## src/rtl/core/tawmm_pkg.sv

```systemverilog
package tawmm_pkg;

	localparam int MAX_WINDOW  = 64;
	localparam int SAMPLE_BITS = 16;
	localparam int AXES        = 3;
	localparam int ADDR_BITS   = $clog2(MAX_WINDOW);
	localparam int LEN_BITS    = 7;

	localparam logic [LEN_BITS-1:0] RESET_LEN = LEN_BITS'(16);

	localparam int AXIS_X = 0;
	localparam int AXIS_Y = 1;
	localparam int AXIS_Z = 2;

	typedef logic signed [SAMPLE_BITS-1:0] sample_t;
	typedef sample_t [AXES-1:0] entry_t;

	// Commands from the controller to the datapath.
	typedef struct packed {
		logic start;      // sample beat accepted: write it and restart the scan
		logic cfg_write;  // window length beat accepted
		logic wrap_step;  // subtract the window length from the write pointer once
		logic rd_en;      // read the entry at the scan address
		logic load_out;   // move the finished bounds into the result register
	} cmd_t;

	// Status from the datapath to the controller.
	typedef struct packed {
		logic wrap_pending; // write pointer not yet below the window length
		logic scan_last;    // scan address is the last entry of the window
	} status_t;

	// Window length as used: zero counts as one, large values saturate.
	function automatic logic [LEN_BITS-1:0] eff_len(input logic [LEN_BITS-1:0] len);
		logic [LEN_BITS-1:0] n;
		n = len;
		if (len == '0) begin
			n = LEN_BITS'(1);
		end else if (len > LEN_BITS'(MAX_WINDOW)) begin
			n = LEN_BITS'(MAX_WINDOW);
		end
		return n;
	endfunction

endpackage

```

## src/rtl/core/three_axis_window_min_max.sv

```systemverilog
// Sliding-window minimum and maximum of three-axis samples. Each sample beat
// is written into a 64-entry ring store at the write pointer, then entries 0
// to n-1 are read one per cycle through the single read port of the store,
// and the smallest and largest value of each axis leave as one result beat.
// Here n is window_length, with zero taken as one and values above 64 taken
// as 64. After acceptance a sample passes the states SCAN, DRAIN and DONE,
// and no new sample is taken until its result is loaded; a finished result
// waits in an output register, so the next sample is taken while it is
// still pending. The load waits while an earlier result is not yet taken.
// Entries never written read as zero. Writing window_length zeroes the
// entries at and beyond the new length at once, then the write pointer is
// reduced by repeated subtraction, during which neither samples nor further
// length writes are taken. A length write that is offered goes ahead of a
// waiting sample.
module three_axis_window_min_max (
	input  logic                                   clk,
	input  logic                                   arst_n,
	input  logic                                   cfg_valid,
	output logic                                   cfg_ready,
	input  logic        [tawmm_pkg::LEN_BITS-1:0]  window_length,
	input  logic                                   in_valid,
	output logic                                   in_ready,
	input  logic signed [tawmm_pkg::SAMPLE_BITS-1:0] sample_x,
	input  logic signed [tawmm_pkg::SAMPLE_BITS-1:0] sample_y,
	input  logic signed [tawmm_pkg::SAMPLE_BITS-1:0] sample_z,
	output logic                                   out_valid,
	input  logic                                   out_ready,
	output logic signed [tawmm_pkg::SAMPLE_BITS-1:0] min_x,
	output logic signed [tawmm_pkg::SAMPLE_BITS-1:0] min_y,
	output logic signed [tawmm_pkg::SAMPLE_BITS-1:0] min_z,
	output logic signed [tawmm_pkg::SAMPLE_BITS-1:0] max_x,
	output logic signed [tawmm_pkg::SAMPLE_BITS-1:0] max_y,
	output logic signed [tawmm_pkg::SAMPLE_BITS-1:0] max_z
);

	tawmm_pkg::cmd_t    cmd;
	tawmm_pkg::status_t stat;
	tawmm_pkg::entry_t  sample_in;
	tawmm_pkg::entry_t  res_lo;
	tawmm_pkg::entry_t  res_hi;

	// Pack the three axes of the input beat.
	always_comb begin
		sample_in                   = '0;
		sample_in[tawmm_pkg::AXIS_X] = sample_x;
		sample_in[tawmm_pkg::AXIS_Y] = sample_y;
		sample_in[tawmm_pkg::AXIS_Z] = sample_z;
	end

	tawmm_ctrl u_ctrl (
		.clk       (clk),
		.arst_n    (arst_n),
		.in_valid  (in_valid),
		.in_ready  (in_ready),
		.cfg_valid (cfg_valid),
		.cfg_ready (cfg_ready),
		.out_valid (out_valid),
		.out_ready (out_ready),
		.stat      (stat),
		.cmd       (cmd)
	);

	tawmm_dp u_dp (
		.clk           (clk),
		.arst_n        (arst_n),
		.cmd           (cmd),
		.stat          (stat),
		.window_length (window_length),
		.sample_in     (sample_in),
		.res_lo        (res_lo),
		.res_hi        (res_hi)
	);

	// Unpack the result beat.
	assign min_x = res_lo[tawmm_pkg::AXIS_X];
	assign min_y = res_lo[tawmm_pkg::AXIS_Y];
	assign min_z = res_lo[tawmm_pkg::AXIS_Z];
	assign max_x = res_hi[tawmm_pkg::AXIS_X];
	assign max_y = res_hi[tawmm_pkg::AXIS_Y];
	assign max_z = res_hi[tawmm_pkg::AXIS_Z];

endmodule

```

## src/rtl/core/tawmm_ctrl.sv

```systemverilog
module tawmm_ctrl (
	input  logic               clk,
	input  logic               arst_n,
	input  logic               in_valid,
	output logic               in_ready,
	input  logic               cfg_valid,
	output logic               cfg_ready,
	output logic               out_valid,
	input  logic               out_ready,
	input  tawmm_pkg::status_t stat,
	output tawmm_pkg::cmd_t    cmd
);

	typedef enum logic [3:0] {
		ST_IDLE  = 4'b0001,
		ST_SCAN  = 4'b0010,
		ST_DRAIN = 4'b0100,
		ST_DONE  = 4'b1000
	} state_t;

	state_t state_q;
	state_t state_nxt;
	logic   out_valid_q;

	// Handshakes are open only when idle with the pointer already wrapped.
	// A waiting length write goes before a sample, so both never land together.
	assign in_ready  = (state_q == ST_IDLE) && !stat.wrap_pending && !cfg_valid;
	assign cfg_ready = (state_q == ST_IDLE) && !stat.wrap_pending;
	assign out_valid = out_valid_q;

	// Commands to the datapath.
	always_comb begin
		cmd           = '0;
		cmd.start     = in_valid && in_ready;
		cmd.cfg_write = cfg_valid && cfg_ready;
		cmd.wrap_step = (state_q == ST_IDLE) && stat.wrap_pending;
		cmd.rd_en     = (state_q == ST_SCAN);
		cmd.load_out  = (state_q == ST_DONE) && (!out_valid_q || out_ready);
	end

	// Next state.
	always_comb begin
		state_nxt = state_q;
		unique case (state_q)
			ST_IDLE: begin
				if (cmd.start) state_nxt = ST_SCAN;
			end
			ST_SCAN: begin
				if (stat.scan_last) state_nxt = ST_DRAIN;
			end
			ST_DRAIN: begin
				state_nxt = ST_DONE;
			end
			ST_DONE: begin
				if (cmd.load_out) state_nxt = ST_IDLE;
			end
			default: begin
				state_nxt = ST_IDLE;
			end
		endcase
	end

	// State and result-valid registers.
	always_ff @(posedge clk or negedge arst_n) begin
		if (!arst_n) begin
			state_q     <= ST_IDLE;
			out_valid_q <= 1'b0;
		end else begin
			state_q <= state_nxt;
			if (cmd.load_out) begin
				out_valid_q <= 1'b1;
			end else if (out_ready) begin
				out_valid_q <= 1'b0;
			end
		end
	end

endmodule

```

## src/rtl/core/tawmm_dp.sv

```systemverilog
module tawmm_dp (
	input  logic                                clk,
	input  logic                                arst_n,
	input  tawmm_pkg::cmd_t                     cmd,
	output tawmm_pkg::status_t                  stat,
	input  logic [tawmm_pkg::LEN_BITS-1:0]      window_length,
	input  tawmm_pkg::entry_t                   sample_in,
	output tawmm_pkg::entry_t                   res_lo,
	output tawmm_pkg::entry_t                   res_hi
);

	logic [tawmm_pkg::LEN_BITS-1:0]   len_q;
	logic [tawmm_pkg::LEN_BITS-1:0]   n_eff;
	logic [tawmm_pkg::LEN_BITS-1:0]   n_new;
	logic [tawmm_pkg::ADDR_BITS-1:0]  wp_q;
	logic [tawmm_pkg::ADDR_BITS-1:0]  scan_q;
	logic [tawmm_pkg::MAX_WINDOW-1:0] valid_q;
	logic [tawmm_pkg::MAX_WINDOW-1:0] keep_mask;
	logic                             wp_at_end;

	tawmm_pkg::entry_t mem_q [tawmm_pkg::MAX_WINDOW];
	tawmm_pkg::entry_t rd_data_s1;
	logic              rd_valid_s1;
	logic              rd_en_s1;
	logic              first_s1;
	tawmm_pkg::entry_t val_s1;
	tawmm_pkg::entry_t lo_q;
	tawmm_pkg::entry_t hi_q;
	tawmm_pkg::entry_t lo_nxt;
	tawmm_pkg::entry_t hi_nxt;
	tawmm_pkg::entry_t res_lo_q;
	tawmm_pkg::entry_t res_hi_q;

	assign n_eff = tawmm_pkg::eff_len(len_q);
	assign n_new = tawmm_pkg::eff_len(window_length);

	// Status toward the controller.
	assign stat.wrap_pending = {1'b0, wp_q} >= n_eff;
	assign stat.scan_last    = {1'b0, scan_q} == (n_eff - tawmm_pkg::LEN_BITS'(1));

	assign wp_at_end = ({1'b0, wp_q} + tawmm_pkg::LEN_BITS'(1)) == n_eff;

	// Entries at and beyond a new window length are dropped back to zero.
	always_comb begin
		for (int i = 0; i < tawmm_pkg::MAX_WINDOW; i++) begin
			keep_mask[i] = tawmm_pkg::LEN_BITS'(i) < n_new;
		end
	end

	// Window length, write pointer, scan address and entry valid bits.
	always_ff @(posedge clk or negedge arst_n) begin
		if (!arst_n) begin
			len_q   <= tawmm_pkg::RESET_LEN;
			wp_q    <= '0;
			scan_q  <= '0;
			valid_q <= '0;
		end else begin
			if (cmd.cfg_write) begin
				len_q   <= window_length;
				valid_q <= valid_q & keep_mask;
			end
			if (cmd.wrap_step) begin
				wp_q <= wp_q - n_eff[tawmm_pkg::ADDR_BITS-1:0];
			end
			if (cmd.start) begin
				valid_q[wp_q] <= 1'b1;
				wp_q          <= wp_at_end ? '0 : wp_q + tawmm_pkg::ADDR_BITS'(1);
				scan_q        <= '0;
			end else if (cmd.rd_en) begin
				scan_q <= scan_q + tawmm_pkg::ADDR_BITS'(1);
			end
		end
	end

	// Sample store: one write port, one registered read port.
	always_ff @(posedge clk) begin
		if (cmd.start) begin
			mem_q[wp_q] <= sample_in;
		end
		if (cmd.rd_en) begin
			rd_data_s1 <= mem_q[scan_q];
		end
	end

	// Read stage control.
	always_ff @(posedge clk or negedge arst_n) begin
		if (!arst_n) begin
			rd_en_s1    <= 1'b0;
			first_s1    <= 1'b0;
			rd_valid_s1 <= 1'b0;
		end else begin
			rd_en_s1    <= cmd.rd_en;
			first_s1    <= cmd.rd_en && (scan_q == '0);
			rd_valid_s1 <= valid_q[scan_q];
		end
	end

	// An entry never written since reset or a clear reads as zero.
	assign val_s1 = rd_valid_s1 ? rd_data_s1 : '0;

	// Independent min and max per axis.
	always_comb begin
		for (int a = 0; a < tawmm_pkg::AXES; a++) begin
			if (first_s1 || ($signed(val_s1[a]) < $signed(lo_q[a]))) begin
				lo_nxt[a] = val_s1[a];
			end else begin
				lo_nxt[a] = lo_q[a];
			end
			if (first_s1 || ($signed(val_s1[a]) > $signed(hi_q[a]))) begin
				hi_nxt[a] = val_s1[a];
			end else begin
				hi_nxt[a] = hi_q[a];
			end
		end
	end

	// Running bounds and the result register.
	always_ff @(posedge clk) begin
		if (rd_en_s1) begin
			lo_q <= lo_nxt;
			hi_q <= hi_nxt;
		end
		if (cmd.load_out) begin
			res_lo_q <= lo_q;
			res_hi_q <= hi_q;
		end
	end

	assign res_lo = res_lo_q;
	assign res_hi = res_hi_q;

endmodule

```

## config.mk

```make
export PLATFORM = sky130hd
export DESIGN_NAME = three_axis_window_min_max
export DESIGN_NICKNAME = d
export VERILOG_FILES = /design/src/rtl/core/tawmm_pkg.sv /design/src/rtl/core/three_axis_window_min_max.sv /design/src/rtl/core/tawmm_ctrl.sv /design/src/rtl/core/tawmm_dp.sv
export SDC_FILE = /design/constraint.sdc
export NUM_CORES = 2
export LEC_CHECK = 0
export BUFFER_PORTS_ARGS = -buffer_cell sky130_fd_sc_hd__buf_2
export CAP_MARGIN = 10
export CORE_MARGIN = 5
export CORE_UTILIZATION = 57
export DETAILED_ROUTE_END_ITERATION = 7
export PLACE_DENSITY = 0.76
export SLEW_MARGIN = 10
export SYNTH_ARGS = -nofsm -noshare
export SYNTH_HDL_FRONTEND = slang
export SYNTH_SLANG_ARGS = --single-unit
export TNS_END_PERCENT = 20
```

## constraint.sdc

```tcl
create_clock -name clk -period 5 [get_ports clk]
set_input_delay 0.5 -clock clk [delete_from_list [all_inputs] [get_ports clk]]
set_output_delay 0.5 -clock clk [all_outputs]
set_load 0.1 [all_outputs]
```

==> impl_metrics.yaml <==
run_status:
  status: "finished, final reports clean"
setup_path:
  arrival_ns: 4.19
  cp_slowest_stage_delay_ns: 0.56
  criticalPathCategory: "reg -> out"
  end_kind: "output port"
  worstPathRequired_ns: 4.50
  rrSetupSlack_ns: 0.96
  crit_fanout: 6
  cp_slowest_cell: "buf_2"
  worstPathCellList: "nor3_1 -> a21oi_1 -> nor2_1 -> ha_1 -> and3_1 -> a31o_2 -> o31a_1 -> nor3_2 -> buf_2"
  worstRegToRegCells: 12
  critPathLaunchType: "flip-flop"
synth:
  async_flop_share_pct: 2.67
  synth_top_area_share_pct: 75.6
  synth_seq_area_share_pct: 77.4
  syn_area_sq_um: 132000
  synth_top_area_cell: "edfxtp_1"
  synth_edf_count: 3312
  synth_fp_nets: 5925
  synth_warnings: 0
  postSynthAreaPerCell_sq_um: 22.8
  synthCells: 5761
  synthDistinctLibCells: 71
  yosys-top-cells-area: "edfxtp_1, mux4_2, dfrtp_1"
  ys_seq_elements: 3403
  synth_ff_type: "edfxtp_1"
sta:
  slew_headroom_pct: 9.01
  finalMaxSlewViolations: 0
  finClkSkew_ns: 0.0777
  fmax_mhz: 213
  whs_ns: 0.00828
  finalCriticalPeriod_ns: 4.69
  rsz0062_at_grt: "no"
  period_share_pct: 93.7
  worstMarginPinSlew_ns: 1.36
  hold_viol: 0
  setup_viol: 0
floorplan:
  io_pins: 159
  die_w_microns: 490
  fp.coreArea_sq_um: 230000
  initial_utilization_pct: 57.2
  rows: 176
  die-area_sq_um: 240000
  die_h_microns: 490
placement:
  port_buffers: 158
  dp_cells: 8900
  gp_congestion: 0.849
  dp_hpwl_microns: 193000
clock_network:
  clock_latency_ns: 0.97
  h-tree-depth: 5
  cts_buffer_depth: 4
  postCtsSetupBuffers: 0
  clk_pin_slew_worst_paths_ns: 0.06
  cts_buffers: 344
  cts_root_buf: "clkbuf_16"
  cts.sinks: 3403
  cts_tree: "done"
grt:
  grt_max_degree: 99
  grt_first_pass_wirelength_microns: 516000
  track_usage_pct: 30.4
  overflow: 0
  antenna_found_initial: 38
  grt_pass1_vias: 67850
finish:
  areaGrowthSynthToFinish_pct: 13.3
  layout_common_cells: "edfxtp_1, mux4_2, clkbuf_16"
  nNetsFinal: 6395
  final_common_cell: "edfxtp_1"
  drive_above_1_share_pct: 29.8
  fin_cells: 9558
worst_hold_path:
  hold_class: "in -> reg"
  min_delay_path_depth: 1
routing:
  routed_wl_microns: 366000
  viasPerCell: 7.07
  first_iter_violations: 10289
  wl_per_cell_microns: 38.3
  vias: 67600
  drc_errors: 0
  antenna_left: 0
  drtPass1Iterations: 6
job:
  maxCapViolCount: 0
power_and_ir_drop:
  powerDensity_nw_per_um2: 481
  p_leak_nw: 46.6
  peakVddDrop_mv: 0.434
## report_power, final
part	leakage, nW	switching, mW	internal (mW)
combinational	10.3	7.67	6.31
clock	5.24	10.6	14.4
sequential	31.0	0.568	32.0
total	46.6	18.9	52.8
## synth_stat cells, types with 4 or more instances
cell type	n
nand3_1	28
nor3_1	36
nor3b_1	6
a22oi_1	17
a31oi_1	4
edfxtp_1	3312
nand4_1	17
a221oi_1	13
mux2_2	6
buf_4	22
a2111oi_0	5
o211ai_1	5
o2111ai_1	4
mux4_2	959
clkbuf_1	148
a21oi_1	41
and3_1	5
mux2i_1	28
a211oi_1	12
buf_1	34
o21ai_0	162
xor2_1	7
xnor2_1	9
and2_1	56
o22ai_1	68
a21o_1	16
nand2_1	54
ha_1	103
o41ai_1	4
nand2b_1	10
buf_6	7
dfrtp_1	89
o21a_1	16
a21boi_0	10
buf_2	84
nor2_1	166
o31ai_1	5
inv_1	121
nor2b_1	21
## kinds of logic after synthesis
logic type,count (synthesis),share of synthesized area (%)
XOR/XNOR,17,0.124
AND/OR/NAND/NOR,419,1.55
adder cells (fa/ha/maj),104,0.995
buffers and inverters,417,1.37
flip-flops,3403,77.4
AO/OA/AOI/OAI,408,1.92
multiplexers,993,16.7
## registers in the layout, indices dropped and copies added (netlist names)
register          flops
u_dp.first_s1         1
u_dp.rd_en_s1         1
u_dp.hi_q            48
u_dp.mem_q         3072
u_dp.wp_q             6
u_dp.lo_q            48
u_ctrl.state_q        4
u_dp.scan_q           6
u_dp.len_q            7
u_dp.rd_data_s1      48
u_dp.res_hi          48
u_dp.valid_q         64
u_dp.rd_valid_s1      1
u_ctrl.out_valid      1
u_dp.res_lo          48
## path summary, 6_finish.rpt
check	from	to
hold / removal	sample_x[0]	u_dp.mem_q[52][0]$_DFFE_PP_
setup / recovery	u_dp.len_q[5]$_DFFE_PN0N_	in_ready
hold reg to reg	u_dp.lo_q[27]$_DFFE_PP_	u_dp.res_lo[27]$_DFFE_PP_
setup reg to reg	u_dp.len_q[5]$_DFFE_PN0N_	u_dp.mem_q[0][6]$_DFFE_PP_
max in group asynchronous	arst_n	u_dp.scan_q[4]$_DFFE_PN0P_
min in group asynchronous	arst_n	u_dp.rd_valid_s1$_DFF_PN0_
## per-stage QoR
stage | total power [mW] | setup WS [ns] | cell area (sq um) | TNS (ns) | util [%]
3_5_place_dp | 46.7 | 1.15 | 138000 | 0 | 60.1
3_3_place_gp | 46.5 | 0.524 | 138000 | 0 | 60.0
6_report | 71.6 | 0.314 | 149000 | 0 | 64.8
4_1_cts | 71.8 | 0.132 | 149000 | 0 | 64.8
2_1_floorplan | 42.1 | -0.0506 | 132000 | -35.29 | -
5_1_grt | 73.8 | 0.0921 | 149000 | 0 | 64.8
## area by class of cell
class / instances / area (sq um)
clock buffer: 407 / 8950
sequential: 3403 / 102000
multi-input combinational: 1941 / 28600
timing repair buffer: 419 / 3630
antenna: 51 / 128
fill: 13944 / 80800
inverter: 122 / 458
clock inverter: 189 / 1780
tap: 3026 / 3790
## metal layers
layer  wire length (microns)  up-vias  GRT usage [%]
li1                        -    25400              -
met1                  121000    35024           39.5
met3                   49200     1142           9.23
met2                  176000     6004           47.9
met4                   19600       30           14.2
met5                     204        -              0
## worst max-delay path, delay by kind of cell (launching register included)
family	cells	cell delay [ns]
fa+ha+maj	1	0.31
flops	1	0.44
simple gates	4	1.21
compound gates	3	0.70
buf+inv	1	0.56
## repair_timing
item / in CTS / in global routing
resized for setup: 0 / 0
hold buffers: 9 / 0
hold endpoints to repair: 23 / 0
(Power assumes the default switching activity.)
